--- src/rtl/core/colored_line_run_length_hints_assert.svh ---
// Assertion macros for the run-length hint encoder modules.
`ifndef COLORED_LINE_RUN_LENGTH_HINTS_ASSERT_SVH
`define COLORED_LINE_RUN_LENGTH_HINTS_ASSERT_SVH

`ifndef NO_ASSERTIONS

// Property checked on every rising clk edge outside of reset.
`define CLRH_ASSERT(label, prop, msg) \
    label: assert property (@(posedge clk) disable iff (!rst_n) prop) else $error(msg);

// Condition that must never be seen outside of reset.
`define CLRH_NEVER(label, cond, msg) \
    label: assert property (@(posedge clk) disable iff (!rst_n) !(cond)) else $error(msg);

`else

`define CLRH_ASSERT(label, prop, msg)
`define CLRH_NEVER(label, cond, msg)

`endif

`endif

--- src/rtl/core/clrh_pkg.sv ---
// Shared types, constants and helper functions of the run-length hint encoder.
package clrh_pkg;

    localparam int CELL_WORD_BITS = 16;
    localparam int MAX_BITS_PER_CELL = 4;
    localparam int SHADE_W = 4;
    localparam int NUM_SHADES = (1 << MAX_BITS_PER_CELL) - 1;
    localparam int COUNT_W = 11;
    localparam int BPC_W = 3;
    localparam int SHIFT_W = 7;
    localparam logic [COUNT_W-1:0] COUNT_MAX = {COUNT_W{1'b1}};
    localparam logic [CELL_WORD_BITS-1:0] EMPTY_CELL = {CELL_WORD_BITS{1'b1}};

    // Configuration register indexes.
    localparam logic CFG_BITS_PER_CELL = 1'b0;
    localparam logic CFG_LAYER_SELECT = 1'b1;

    // Kind of an output record.
    typedef enum logic [1:0] {
        KIND_RUN     = 2'd0,
        KIND_TOTAL   = 2'd1,
        KIND_CHANGES = 2'd2
    } clrh_kind_t;

    // Commands from the controller to the datapath.
    typedef struct packed {
        logic accept;
        logic load_mid;
        logic load_eolrun;
        logic load_total;
        logic load_changes;
        logic last;
        logic clear_line;
    } clrh_cmd_t;

    // Status from the datapath to the controller.
    typedef struct packed {
        logic mid_emit;
        logic eol;
        logic eol_clue;
        logic multi;
        logic total_last;
        logic out_free;
    } clrh_status_t;

    // Saturating increment of a count.
    function automatic logic [COUNT_W-1:0] sat_inc(input logic [COUNT_W-1:0] v);
        logic [COUNT_W-1:0] r;
        begin
            if (v == COUNT_MAX)
                r = v;
            else
                r = v + COUNT_W'(1);
            return r;
        end
    endfunction

endpackage

--- src/rtl/core/clrh_ctrl.sv ---
// Controller state machine that sequences cell intake and record emission.
`include "colored_line_run_length_hints_assert.svh"

module clrh_ctrl (
    input  logic                  clk,
    input  logic                  rst_n,
    input  logic                  s_tvalid,
    output logic                  s_tready,
    input  clrh_pkg::clrh_status_t status,
    output clrh_pkg::clrh_cmd_t    cmd
);

    typedef enum logic [2:0] {
        S_IDLE,
        S_MID,
        S_EOLRUN,
        S_TOTAL,
        S_CHANGES
    } state_t;

    state_t state_reg, state_next;
    logic   eol_reg, eol_next;
    logic   eol_clue_reg, eol_clue_next;
    logic   multi_reg, multi_next;
    logic [3:0] loads;
    logic   at_end;

    assign s_tready = (state_reg == S_IDLE);

    // Next state and command decode.
    always_comb
    begin
        state_next = state_reg;
        eol_next = eol_reg;
        eol_clue_next = eol_clue_reg;
        multi_next = multi_reg;
        cmd = '0;
        unique case (state_reg)
            S_IDLE:
            begin
                if (s_tvalid)
                begin
                    cmd.accept = 1'b1;
                    eol_next = status.eol;
                    eol_clue_next = status.eol_clue;
                    multi_next = status.multi;
                    if (status.mid_emit)
                        state_next = S_MID;
                    else if (status.eol)
                    begin
                        if (status.eol_clue)
                            state_next = S_EOLRUN;
                        else if (status.multi)
                            state_next = S_TOTAL;
                        else
                            cmd.clear_line = 1'b1;
                    end
                end
            end
            S_MID:
            begin
                if (status.out_free)
                begin
                    cmd.load_mid = 1'b1;
                    cmd.last = eol_reg && !eol_clue_reg && !multi_reg;
                    if (eol_reg && eol_clue_reg)
                        state_next = S_EOLRUN;
                    else if (eol_reg && multi_reg)
                        state_next = S_TOTAL;
                    else
                    begin
                        cmd.clear_line = eol_reg;
                        state_next = S_IDLE;
                    end
                end
            end
            S_EOLRUN:
            begin
                if (status.out_free)
                begin
                    cmd.load_eolrun = 1'b1;
                    cmd.last = !multi_reg;
                    if (multi_reg)
                        state_next = S_TOTAL;
                    else
                    begin
                        cmd.clear_line = 1'b1;
                        state_next = S_IDLE;
                    end
                end
            end
            S_TOTAL:
            begin
                if (status.out_free)
                begin
                    cmd.load_total = 1'b1;
                    if (status.total_last)
                        state_next = S_CHANGES;
                end
            end
            S_CHANGES:
            begin
                if (status.out_free)
                begin
                    cmd.load_changes = 1'b1;
                    cmd.last = 1'b1;
                    cmd.clear_line = 1'b1;
                    state_next = S_IDLE;
                end
            end
            default:
            begin
                state_next = S_IDLE;
            end
        endcase
    end

    // State and latched line-end flags.
    always_ff @(posedge clk or negedge rst_n)
    begin
        if (!rst_n)
        begin
            state_reg <= S_IDLE;
            eol_reg <= 1'b0;
            eol_clue_reg <= 1'b0;
            multi_reg <= 1'b0;
        end
        else
        begin
            state_reg <= state_next;
            eol_reg <= eol_next;
            eol_clue_reg <= eol_clue_next;
            multi_reg <= multi_next;
        end
    end

    // Record loads and line-end conditions seen by the checks below.
    assign loads = {cmd.load_mid, cmd.load_eolrun, cmd.load_total, cmd.load_changes};
    assign at_end = cmd.last || (cmd.accept && status.eol);

    // At most one record is loaded per cycle, and never into a full output stage.
    `CLRH_ASSERT(a_one_load, $onehot0(loads), "more than one record loaded in a cycle")
    `CLRH_NEVER(a_load_when_full, (|loads) && !status.out_free, "record loaded while output is full")
    // The line state is cleared only at a line end.
    `CLRH_ASSERT(a_clear_at_end, cmd.clear_line |-> at_end, "line cleared away from a line end")
    // After the shade-change record the block is ready for the next cell.
    `CLRH_ASSERT(a_changes_done, cmd.load_changes |=> s_tready, "no intake after last record")

endmodule

--- src/rtl/core/clrh_datapath.sv ---
// Datapath: shade extraction, run and histogram state, record output stage.
module clrh_datapath (
    input  logic                                    clk,
    input  logic                                    rst_n,
    input  logic                                    cfg_valid,
    input  logic                                    cfg_addr,
    input  logic [clrh_pkg::SHADE_W-1:0]            cfg_data,
    input  logic [clrh_pkg::CELL_WORD_BITS-1:0]     cell_word,
    input  logic                                    end_of_line,
    input  clrh_pkg::clrh_cmd_t                     cmd,
    output clrh_pkg::clrh_status_t                  status,
    output logic                                    m_tvalid,
    input  logic                                    m_tready,
    output clrh_pkg::clrh_kind_t                    record_kind,
    output logic [clrh_pkg::SHADE_W-1:0]            shade,
    output logic [clrh_pkg::COUNT_W-1:0]            count,
    output logic                                    last_of_line
);

    localparam int SW = clrh_pkg::SHADE_W;
    localparam int CW = clrh_pkg::COUNT_W;
    localparam int NS = clrh_pkg::NUM_SHADES;
    localparam int WB = clrh_pkg::CELL_WORD_BITS;

    // Configuration registers.
    logic [clrh_pkg::BPC_W-1:0] bpc_reg;
    logic [SW-1:0]              layer_reg;

    // Line state.
    logic [CW-1:0] run_length_reg, run_length_next;
    logic [SW-1:0] run_shade_reg, run_shade_next;
    logic          run_valid_reg, run_valid_next;
    logic          any_run_reg, any_run_next;
    logic [CW-1:0] totals_reg [NS];
    logic [CW-1:0] totals_next [NS];
    logic [CW-1:0] changes_reg, changes_next;
    logic [SW-1:0] prev_shade_reg, prev_shade_next;
    logic          prev_valid_reg, prev_valid_next;
    logic [SW-1:0] tot_idx_reg, tot_idx_next;

    // Mid-line run clue captured at intake.
    logic [SW-1:0] mid_shade_reg, mid_shade_next;
    logic [CW-1:0] mid_count_reg, mid_count_next;

    // Output stage.
    logic                 out_valid_reg;
    clrh_pkg::clrh_kind_t kind_reg, kind_next;
    logic [SW-1:0]        oshade_reg, oshade_next;
    logic [CW-1:0]        ocount_reg, ocount_next;
    logic                 olast_reg, olast_next;

    logic [clrh_pkg::BPC_W-1:0]   eff_bpc;
    logic [SW-1:0]                top_shade;
    logic [clrh_pkg::SHIFT_W-1:0] shift;
    logic [WB-1:0]                shifted;
    logic [SW-1:0]                s;
    logic                         rv1;
    logic [SW-1:0]                rs1;
    logic                         mid_emit;
    logic                         eol_clue;
    logic                         load_any;

    // Effective field width and the highest shade it can hold.
    always_comb
    begin
        if (bpc_reg == '0)
            eff_bpc = clrh_pkg::BPC_W'(1);
        else if (bpc_reg > clrh_pkg::BPC_W'(clrh_pkg::MAX_BITS_PER_CELL))
            eff_bpc = clrh_pkg::BPC_W'(clrh_pkg::MAX_BITS_PER_CELL);
        else
            eff_bpc = bpc_reg;
        top_shade = SW'((5'd1 << eff_bpc) - 5'd1);
    end

    // Shade of the incoming cell.
    always_comb
    begin
        shift = clrh_pkg::SHIFT_W'(layer_reg) * clrh_pkg::SHIFT_W'(eff_bpc);
        shifted = cell_word >> shift[$clog2(WB)-1:0];
        if (cell_word == clrh_pkg::EMPTY_CELL || shift >= clrh_pkg::SHIFT_W'(WB))
            s = '0;
        else
            s = shifted[SW-1:0] & top_shade;
    end

    // Run state as the incoming cell would leave it. A run stays open exactly
    // when the cell is shaded, so the line-end clue follows from the shade.
    always_comb
    begin
        rv1 = run_valid_reg || (s != '0);
        rs1 = (!run_valid_reg && s != '0) ? s : run_shade_reg;
        mid_emit = !(rv1 && s == rs1) && (run_length_reg != '0);
        eol_clue = !(any_run_reg || mid_emit) || (s != '0);
    end

    // Run tracking, histogram and change count for one cell, total index step and line clear.
    always_comb
    begin
        run_length_next = run_length_reg;
        run_shade_next = run_shade_reg;
        run_valid_next = run_valid_reg;
        any_run_next = any_run_reg;
        changes_next = changes_reg;
        prev_shade_next = prev_shade_reg;
        prev_valid_next = prev_valid_reg;
        mid_shade_next = mid_shade_reg;
        mid_count_next = mid_count_reg;
        tot_idx_next = tot_idx_reg;
        for (int i = 0; i < NS; i++)
            totals_next[i] = totals_reg[i];

        if (cmd.accept)
        begin
            run_valid_next = rv1;
            run_shade_next = rs1;
            if (rv1 && s == rs1)
                run_length_next = clrh_pkg::sat_inc(run_length_reg);
            else if (mid_emit)
            begin
                mid_shade_next = rs1;
                mid_count_next = run_length_reg;
                any_run_next = 1'b1;
                if (s == '0)
                begin
                    run_length_next = '0;
                    run_shade_next = '0;
                    run_valid_next = 1'b0;
                end
                else
                begin
                    run_length_next = CW'(1);
                    run_shade_next = s;
                    run_valid_next = 1'b1;
                end
            end

            if (s != '0)
            begin
                for (int i = 0; i < NS; i++)
                begin
                    if (s == SW'(i + 1))
                        totals_next[i] = clrh_pkg::sat_inc(totals_reg[i]);
                end
                prev_valid_next = 1'b1;
                prev_shade_next = s;
                if (prev_valid_reg && prev_shade_reg != s)
                    changes_next = clrh_pkg::sat_inc(changes_reg);
            end
        end

        if (cmd.load_total)
            tot_idx_next = tot_idx_reg + SW'(1);

        if (cmd.clear_line)
        begin
            run_length_next = '0;
            run_shade_next = '0;
            run_valid_next = 1'b0;
            any_run_next = 1'b0;
            changes_next = CW'(1);
            prev_shade_next = '0;
            prev_valid_next = 1'b0;
            tot_idx_next = SW'(1);
            for (int i = 0; i < NS; i++)
                totals_next[i] = '0;
        end
    end

    // Status toward the controller.
    always_comb
    begin
        status.mid_emit = mid_emit;
        status.eol = end_of_line;
        status.eol_clue = eol_clue;
        status.multi = (eff_bpc > clrh_pkg::BPC_W'(1));
        status.total_last = (tot_idx_reg == top_shade);
        status.out_free = !out_valid_reg || m_tready;
    end

    // Record selection for the output stage.
    always_comb
    begin
        load_any = cmd.load_mid || cmd.load_eolrun || cmd.load_total || cmd.load_changes;
        kind_next = kind_reg;
        oshade_next = oshade_reg;
        ocount_next = ocount_reg;
        olast_next = olast_reg;
        if (cmd.load_mid)
        begin
            kind_next = clrh_pkg::KIND_RUN;
            oshade_next = mid_shade_reg;
            ocount_next = mid_count_reg;
        end
        else if (cmd.load_eolrun)
        begin
            kind_next = clrh_pkg::KIND_RUN;
            oshade_next = run_valid_reg ? run_shade_reg : '0;
            ocount_next = run_length_reg;
        end
        else if (cmd.load_total)
        begin
            kind_next = clrh_pkg::KIND_TOTAL;
            oshade_next = tot_idx_reg;
            ocount_next = totals_reg[SW'(tot_idx_reg - SW'(1))];
        end
        else if (cmd.load_changes)
        begin
            kind_next = clrh_pkg::KIND_CHANGES;
            oshade_next = '0;
            ocount_next = changes_reg;
        end
        if (load_any)
            olast_next = cmd.last;
    end

    // Control registers, configuration and line state.
    always_ff @(posedge clk or negedge rst_n)
    begin
        if (!rst_n)
        begin
            bpc_reg <= clrh_pkg::BPC_W'(1);
            layer_reg <= '0;
            run_length_reg <= '0;
            run_shade_reg <= '0;
            run_valid_reg <= 1'b0;
            any_run_reg <= 1'b0;
            changes_reg <= CW'(1);
            prev_shade_reg <= '0;
            prev_valid_reg <= 1'b0;
            tot_idx_reg <= SW'(1);
            out_valid_reg <= 1'b0;
            for (int i = 0; i < NS; i++)
                totals_reg[i] <= '0;
        end
        else
        begin
            if (cfg_valid)
            begin
                unique case (cfg_addr)
                    clrh_pkg::CFG_BITS_PER_CELL: bpc_reg <= cfg_data[clrh_pkg::BPC_W-1:0];
                    clrh_pkg::CFG_LAYER_SELECT:  layer_reg <= cfg_data;
                    default:                     layer_reg <= layer_reg;
                endcase
            end
            run_length_reg <= run_length_next;
            run_shade_reg <= run_shade_next;
            run_valid_reg <= run_valid_next;
            any_run_reg <= any_run_next;
            changes_reg <= changes_next;
            prev_shade_reg <= prev_shade_next;
            prev_valid_reg <= prev_valid_next;
            tot_idx_reg <= tot_idx_next;
            for (int i = 0; i < NS; i++)
                totals_reg[i] <= totals_next[i];
            if (load_any)
                out_valid_reg <= 1'b1;
            else if (m_tready)
                out_valid_reg <= 1'b0;
        end
    end

    // Payload registers.
    always_ff @(posedge clk)
    begin
        mid_shade_reg <= mid_shade_next;
        mid_count_reg <= mid_count_next;
        kind_reg <= kind_next;
        oshade_reg <= oshade_next;
        ocount_reg <= ocount_next;
        olast_reg <= olast_next;
    end

    assign m_tvalid = out_valid_reg;
    assign record_kind = kind_reg;
    assign shade = oshade_reg;
    assign count = ocount_reg;
    assign last_of_line = olast_reg;

endmodule

--- src/rtl/core/colored_line_run_length_hints.sv ---
// Top level of the colored run-length hint encoder for one grid line.
//
// Channel   Direction  Word
// s_*       in         cell word (tdata), end of line (tlast)
// m_*       out        record kind (tuser), shade and count (tdata), last record (tlast)
// cfg_*     in         register index and write data
//
// A cell that yields no record leaves intake open, so such cells stream at one per
// cycle while no record is pending. Each record passes the single output register.
// With b effective bits per cell above one, a line end adds 2^b - 1 totals and the
// change count after up to two run clues, so one cell yields at most 18 records.
// A stall on m_tready holds the current record; intake stays closed until the last cell's
// records are all loaded. Reset restores one bit per cell, layer 0 and a cleared line.
module colored_line_run_length_hints (
    input  logic        clk,
    input  logic        rst_n,
    // Cell stream.
    input  logic        s_tvalid,
    output logic        s_tready,
    input  logic [15:0] s_tdata,   // [15:0] cell_word
    input  logic        s_tlast,   // end_of_line
    // Record stream.
    output logic        m_tvalid,
    input  logic        m_tready,
    output logic [15:0] m_tdata,   // [3:0] shade, [14:4] count, [15] zero
    output logic [1:0]  m_tuser,   // [1:0] record_kind
    output logic        m_tlast,   // last_of_line
    // Configuration writes.
    input  logic        cfg_valid,
    output logic        cfg_ready,
    input  logic        cfg_addr,
    input  logic [3:0]  cfg_data
);

    clrh_pkg::clrh_cmd_t    cmd;
    clrh_pkg::clrh_status_t status;
    clrh_pkg::clrh_kind_t   record_kind;
    logic [clrh_pkg::SHADE_W-1:0] shade;
    logic [clrh_pkg::COUNT_W-1:0] count;

    // Configuration writes are always taken.
    assign cfg_ready = 1'b1;

    clrh_ctrl u_ctrl (
        .clk      (clk),
        .rst_n    (rst_n),
        .s_tvalid (s_tvalid),
        .s_tready (s_tready),
        .status   (status),
        .cmd      (cmd)
    );

    clrh_datapath u_datapath (
        .clk          (clk),
        .rst_n        (rst_n),
        .cfg_valid    (cfg_valid),
        .cfg_addr     (cfg_addr),
        .cfg_data     (cfg_data),
        .cell_word    (s_tdata),
        .end_of_line  (s_tlast),
        .cmd          (cmd),
        .status       (status),
        .m_tvalid     (m_tvalid),
        .m_tready     (m_tready),
        .record_kind  (record_kind),
        .shade        (shade),
        .count        (count),
        .last_of_line (m_tlast)
    );

    // Pack the record word.
    assign m_tdata = {1'b0, count, shade};
    assign m_tuser = record_kind;

endmodule
--- config.mk ---
export PLATFORM = sky130hd
export DESIGN_NAME = colored_line_run_length_hints
export DESIGN_NICKNAME = d
export VERILOG_FILES = /design/src/rtl/core/clrh_pkg.sv /design/src/rtl/core/clrh_ctrl.sv /design/src/rtl/core/clrh_datapath.sv /design/src/rtl/core/colored_line_run_length_hints.sv
export VERILOG_INCLUDE_DIRS = /design/src /design/src/rtl/core
export SDC_FILE = /design/constraint.sdc
export NUM_CORES = 1
export LEC_CHECK = 0
export ABC_AREA = 1
export BUFFER_PORTS_ARGS = -buffer_cell sky130_fd_sc_hd__buf_4
export CAP_MARGIN = 20
export CORE_MARGIN = 1
export CORE_UTILIZATION = 50
export DETAILED_ROUTE_END_ITERATION = 10
export PLACE_DENSITY = 0.69
export SETUP_SLACK_MARGIN = 0.2
export SYNTH_ARGS = -nofsm -noshare
export SYNTH_HDL_FRONTEND = slang
export SYNTH_SLANG_ARGS = --single-unit
--- constraint.sdc ---
create_clock -name clk -period 4.39 [get_ports clk]
set_clock_uncertainty 0.15 [all_clocks]
set_input_delay 0.6585 -clock clk [delete_from_list [all_inputs] [get_ports clk]]
set_output_delay 0.6585 -clock clk [all_outputs]
set_load 0.02 [all_outputs]
==> metrics.txt <==
status=finished, violations left; failing checks=hold timing, setup timing; Final Util=around 60%; unrepaired setup endpoints after global routing=yes; Req. time, crit path=between 4 and 5 ns; P_leak=between 9 and 10 nW; I/O Buffers=between 40 and 50; vias in the first global route=around 15000; worst path arrival time=about 4.7 ns; commonest non-fill, non-tap cell in the layout=nand2_1; max-slew violations=0; Residual DRC=0; Peak VDD IR=about 0.37 mV; post-route ant nets=0; fillers=~3000; Reg power frac=28.8%; IO Count=49; DR iter-0 viols=1733; Setup Viol. Count Final=2; Layout area overhead=18.5%; DRT Pass-1 Iters=6; switching share of power=between 40% and 50%; most used cell, CP=nand2_2; Post-Syn Instances=about 2300; Worst Setup Path Type=register to register; max reg flops=approximately 170; ys flop type=dfrtp_1; hpwl dp=33.5 mm; Die Area=34900 µm²; Fin Setup TNS=-0.0122 ns; clock insertion delay at the later pin of the skew report=0.60 ns; crit-path max cell delay=0.54 ns; period utilisation layout=100%; Final WS setup=-0.0108 ns; CTS hold repair buffers=0; layout cell share with drive strength beyond 1=between 10% and 20%; total core area=33600 µm²; Synth warnings=0; Startpoint Class=register; max_slew headroom=between 30 and 40%; sequential element share of the synthesized area=37.3%; Clk pin slew, worst setup/hold paths=approximately 0.06 ns; # clock sinks=249; leading cell types in the layout, fill and taps excluded=412 x nand2_1, 306 x nand4_1, 283 x inv_1, 213 x dfrtp_1, 155 x nand3_1; die height=187 µm; number of flops mapped to enable cells by yosys=31; R2R setup slack=-0.01 ns; first-pass GRT wire length=slightly above 80 mm; Vias=roughly 17000; DRT Wirelength=about 53 mm; GRT Resource Usage Total=28.1%; Die Width=187 µm; Max Fanout on Critical Path=10; syn avg cell area=around 7.3 µm²; final worst path period need=around 4.4 ns; Nets=around 2500; Max-Cap Viols=0; slowest CP cell=dfstp_2; Gate power share=a little under half; pre-CTS setup slack=0.0346 ns; Inst Count DP=2766; Clk pwr share=around 26%; # rows=67; final hold violations=15; Pwr per Cell Area=497 nW/µm²; hold crit path type=input pin to asynchronous set/reset pin; Clock Tree Buf Depth=3; total CTS buffers=30; # diodes=0; Post-synth ARST share=just under 90%; Sw Pwr=between 4 and 5 mW; wire per inst=18.4 µm; vias per inst=slightly below 6; CTS root buffer=clkbuf_16; cell internal pwr=about 5.7 mW; Initial Utilization=between 50% and 60%; Least-Margin Pin Slew=~0.9 ns; Seq cells post-synth=249; global route overflow=0; Cell variety after synth=48; fin cells=2870; number of antenna violations at the first check in global routing=0; final hold slack=-0.0155 ns; CP Capture Type=register; fmax=0.227 GHz; Mapped Area=approximately 17000 µm²; largest net degree at the start of global routing=roughly 110; CTS tree=done; H-tree level count=1; GPL Wtd Cong=approximately 0.95
metal layers:
| layer | part of all wire, % | GRT usage (%) | up-vias |
|---|---|---|---|
| li1 | - | - | 8055 |
| met1 | 42 | 38.4 | 8151 |
| met2 | 46 | 44.8 | 688 |
| met3 | 8.3 | 4.43 | 123 |
| met4 | 3.6 | 10.7 | 0 |
| met5 | 0 | 0 | - |
cells by family after synthesis:
kind of cell | after synthesis | share of synthesized area [%]
compound gates | 299 | 9.51
flops | 249 | 37.3
xor+xnor | 148 | 7.59
other cells | 2 | 0.0440
buf+inv | 444 | 10.7
simple gates | 1154 | 32.6
fa+ha+maj | 29 | 2.26
worst max-delay path, delay by kind of cell, from the launching register on:
family	cells	cell delay, ns
AND/OR/NAND/NOR	16	1.29
buffers and inverters	8	0.80
AO/OA/AOI/OAI	4	0.52
flip-flops	1	0.54
adder cells (fa/ha/maj)	3	0.96
metrics by stage:
stage	area [µm²]	hold slack, ns	power (mW)
2_1_floorplan	17200	0.213	5.50
3_3_place_gp	18100	0.308	6.82
3_5_place_dp	18100	0.312	6.89
4_1_cts	19400	0.0320	9.64
5_1_grt	20300	0.0439	10.5
6_report	20300	-0.0155	10.1
power groups by stage:
stage | clock, mW | combinational [mW] | sequential, mW
6_report | 2.58 | 4.59 | 2.89
3_3_place_gp | 0 | 3.90 | 2.91
2_1_floorplan | 0 | 2.53 | 2.97
4_1_cts | 2.61 | 4.15 | 2.89
3_5_place_dp | 0 | 3.97 | 2.92
5_1_grt | 2.70 | 4.91 | 2.92
layout make-up:
class / count / area [µm²] / area share, %
well taps: 448 / 561 / 2.77
clock inverters: 15 / 188 / 0.927
repair buffers: 171 / 2010 / 9.94
inverters: 313 / 1190 / 5.87
flip-flops and latches: 249 / 6380 / 31.5
clock buffers: 41 / 822 / 4.06
multi-input cells: 1633 / 9100 / 44.9
cell usage after synthesis (all sizes together), types with 22 or more instances:
library cell	n	share of area, %
o211ai	28	1.2
o21ai	118	3.5
buf	76	2.6
inv	297	6.5
xor2	126	6.5
dfrtp	213	31
ha	26	1.9
xnor2	22	1.1
nand2	430	9.6
edfxtp	31	5.4
nor3	50	1.5
clkbuf	55	1.2
nand3	162	4.9
a21oi	138	4.1
nand4	307	11
nor2	170	3.9
what timing repair did:
item                       4_1_cts  5_1_grt
pin swaps                       11       28
setup buffers                    6       11
resized for setup               22       56
cloned                           5       25
setup endpoints to repair      177      220
final timing paths:
path,from,endpoint,cells past startpoint
hold reg to reg,u_datapath.record_kind[0]$_SDFFE_PP0P_,u_datapath.record_kind[0]$_SDFFE_PP0P_,2
max in group asynchronous,rst_n,u_datapath.totals_reg[15]$_DFFE_PN0P_,2
hold / removal,rst_n,u_datapath.totals_reg[133]$_DFFE_PN0P_,1
min in group clk,cfg_data[0],u_datapath.bpc_reg[0]$_DFFE_PN1P_,3
setup reg to reg,u_datapath.bpc_reg[0]$_DFFE_PN1P_,u_datapath.totals_reg[51]$_DFFE_PN0P_,31
setup / recovery,u_datapath.bpc_reg[0]$_DFFE_PN1P_,u_datapath.totals_reg[51]$_DFFE_PN0P_,31
Note: power is estimated with default switching activity, not from simulation.
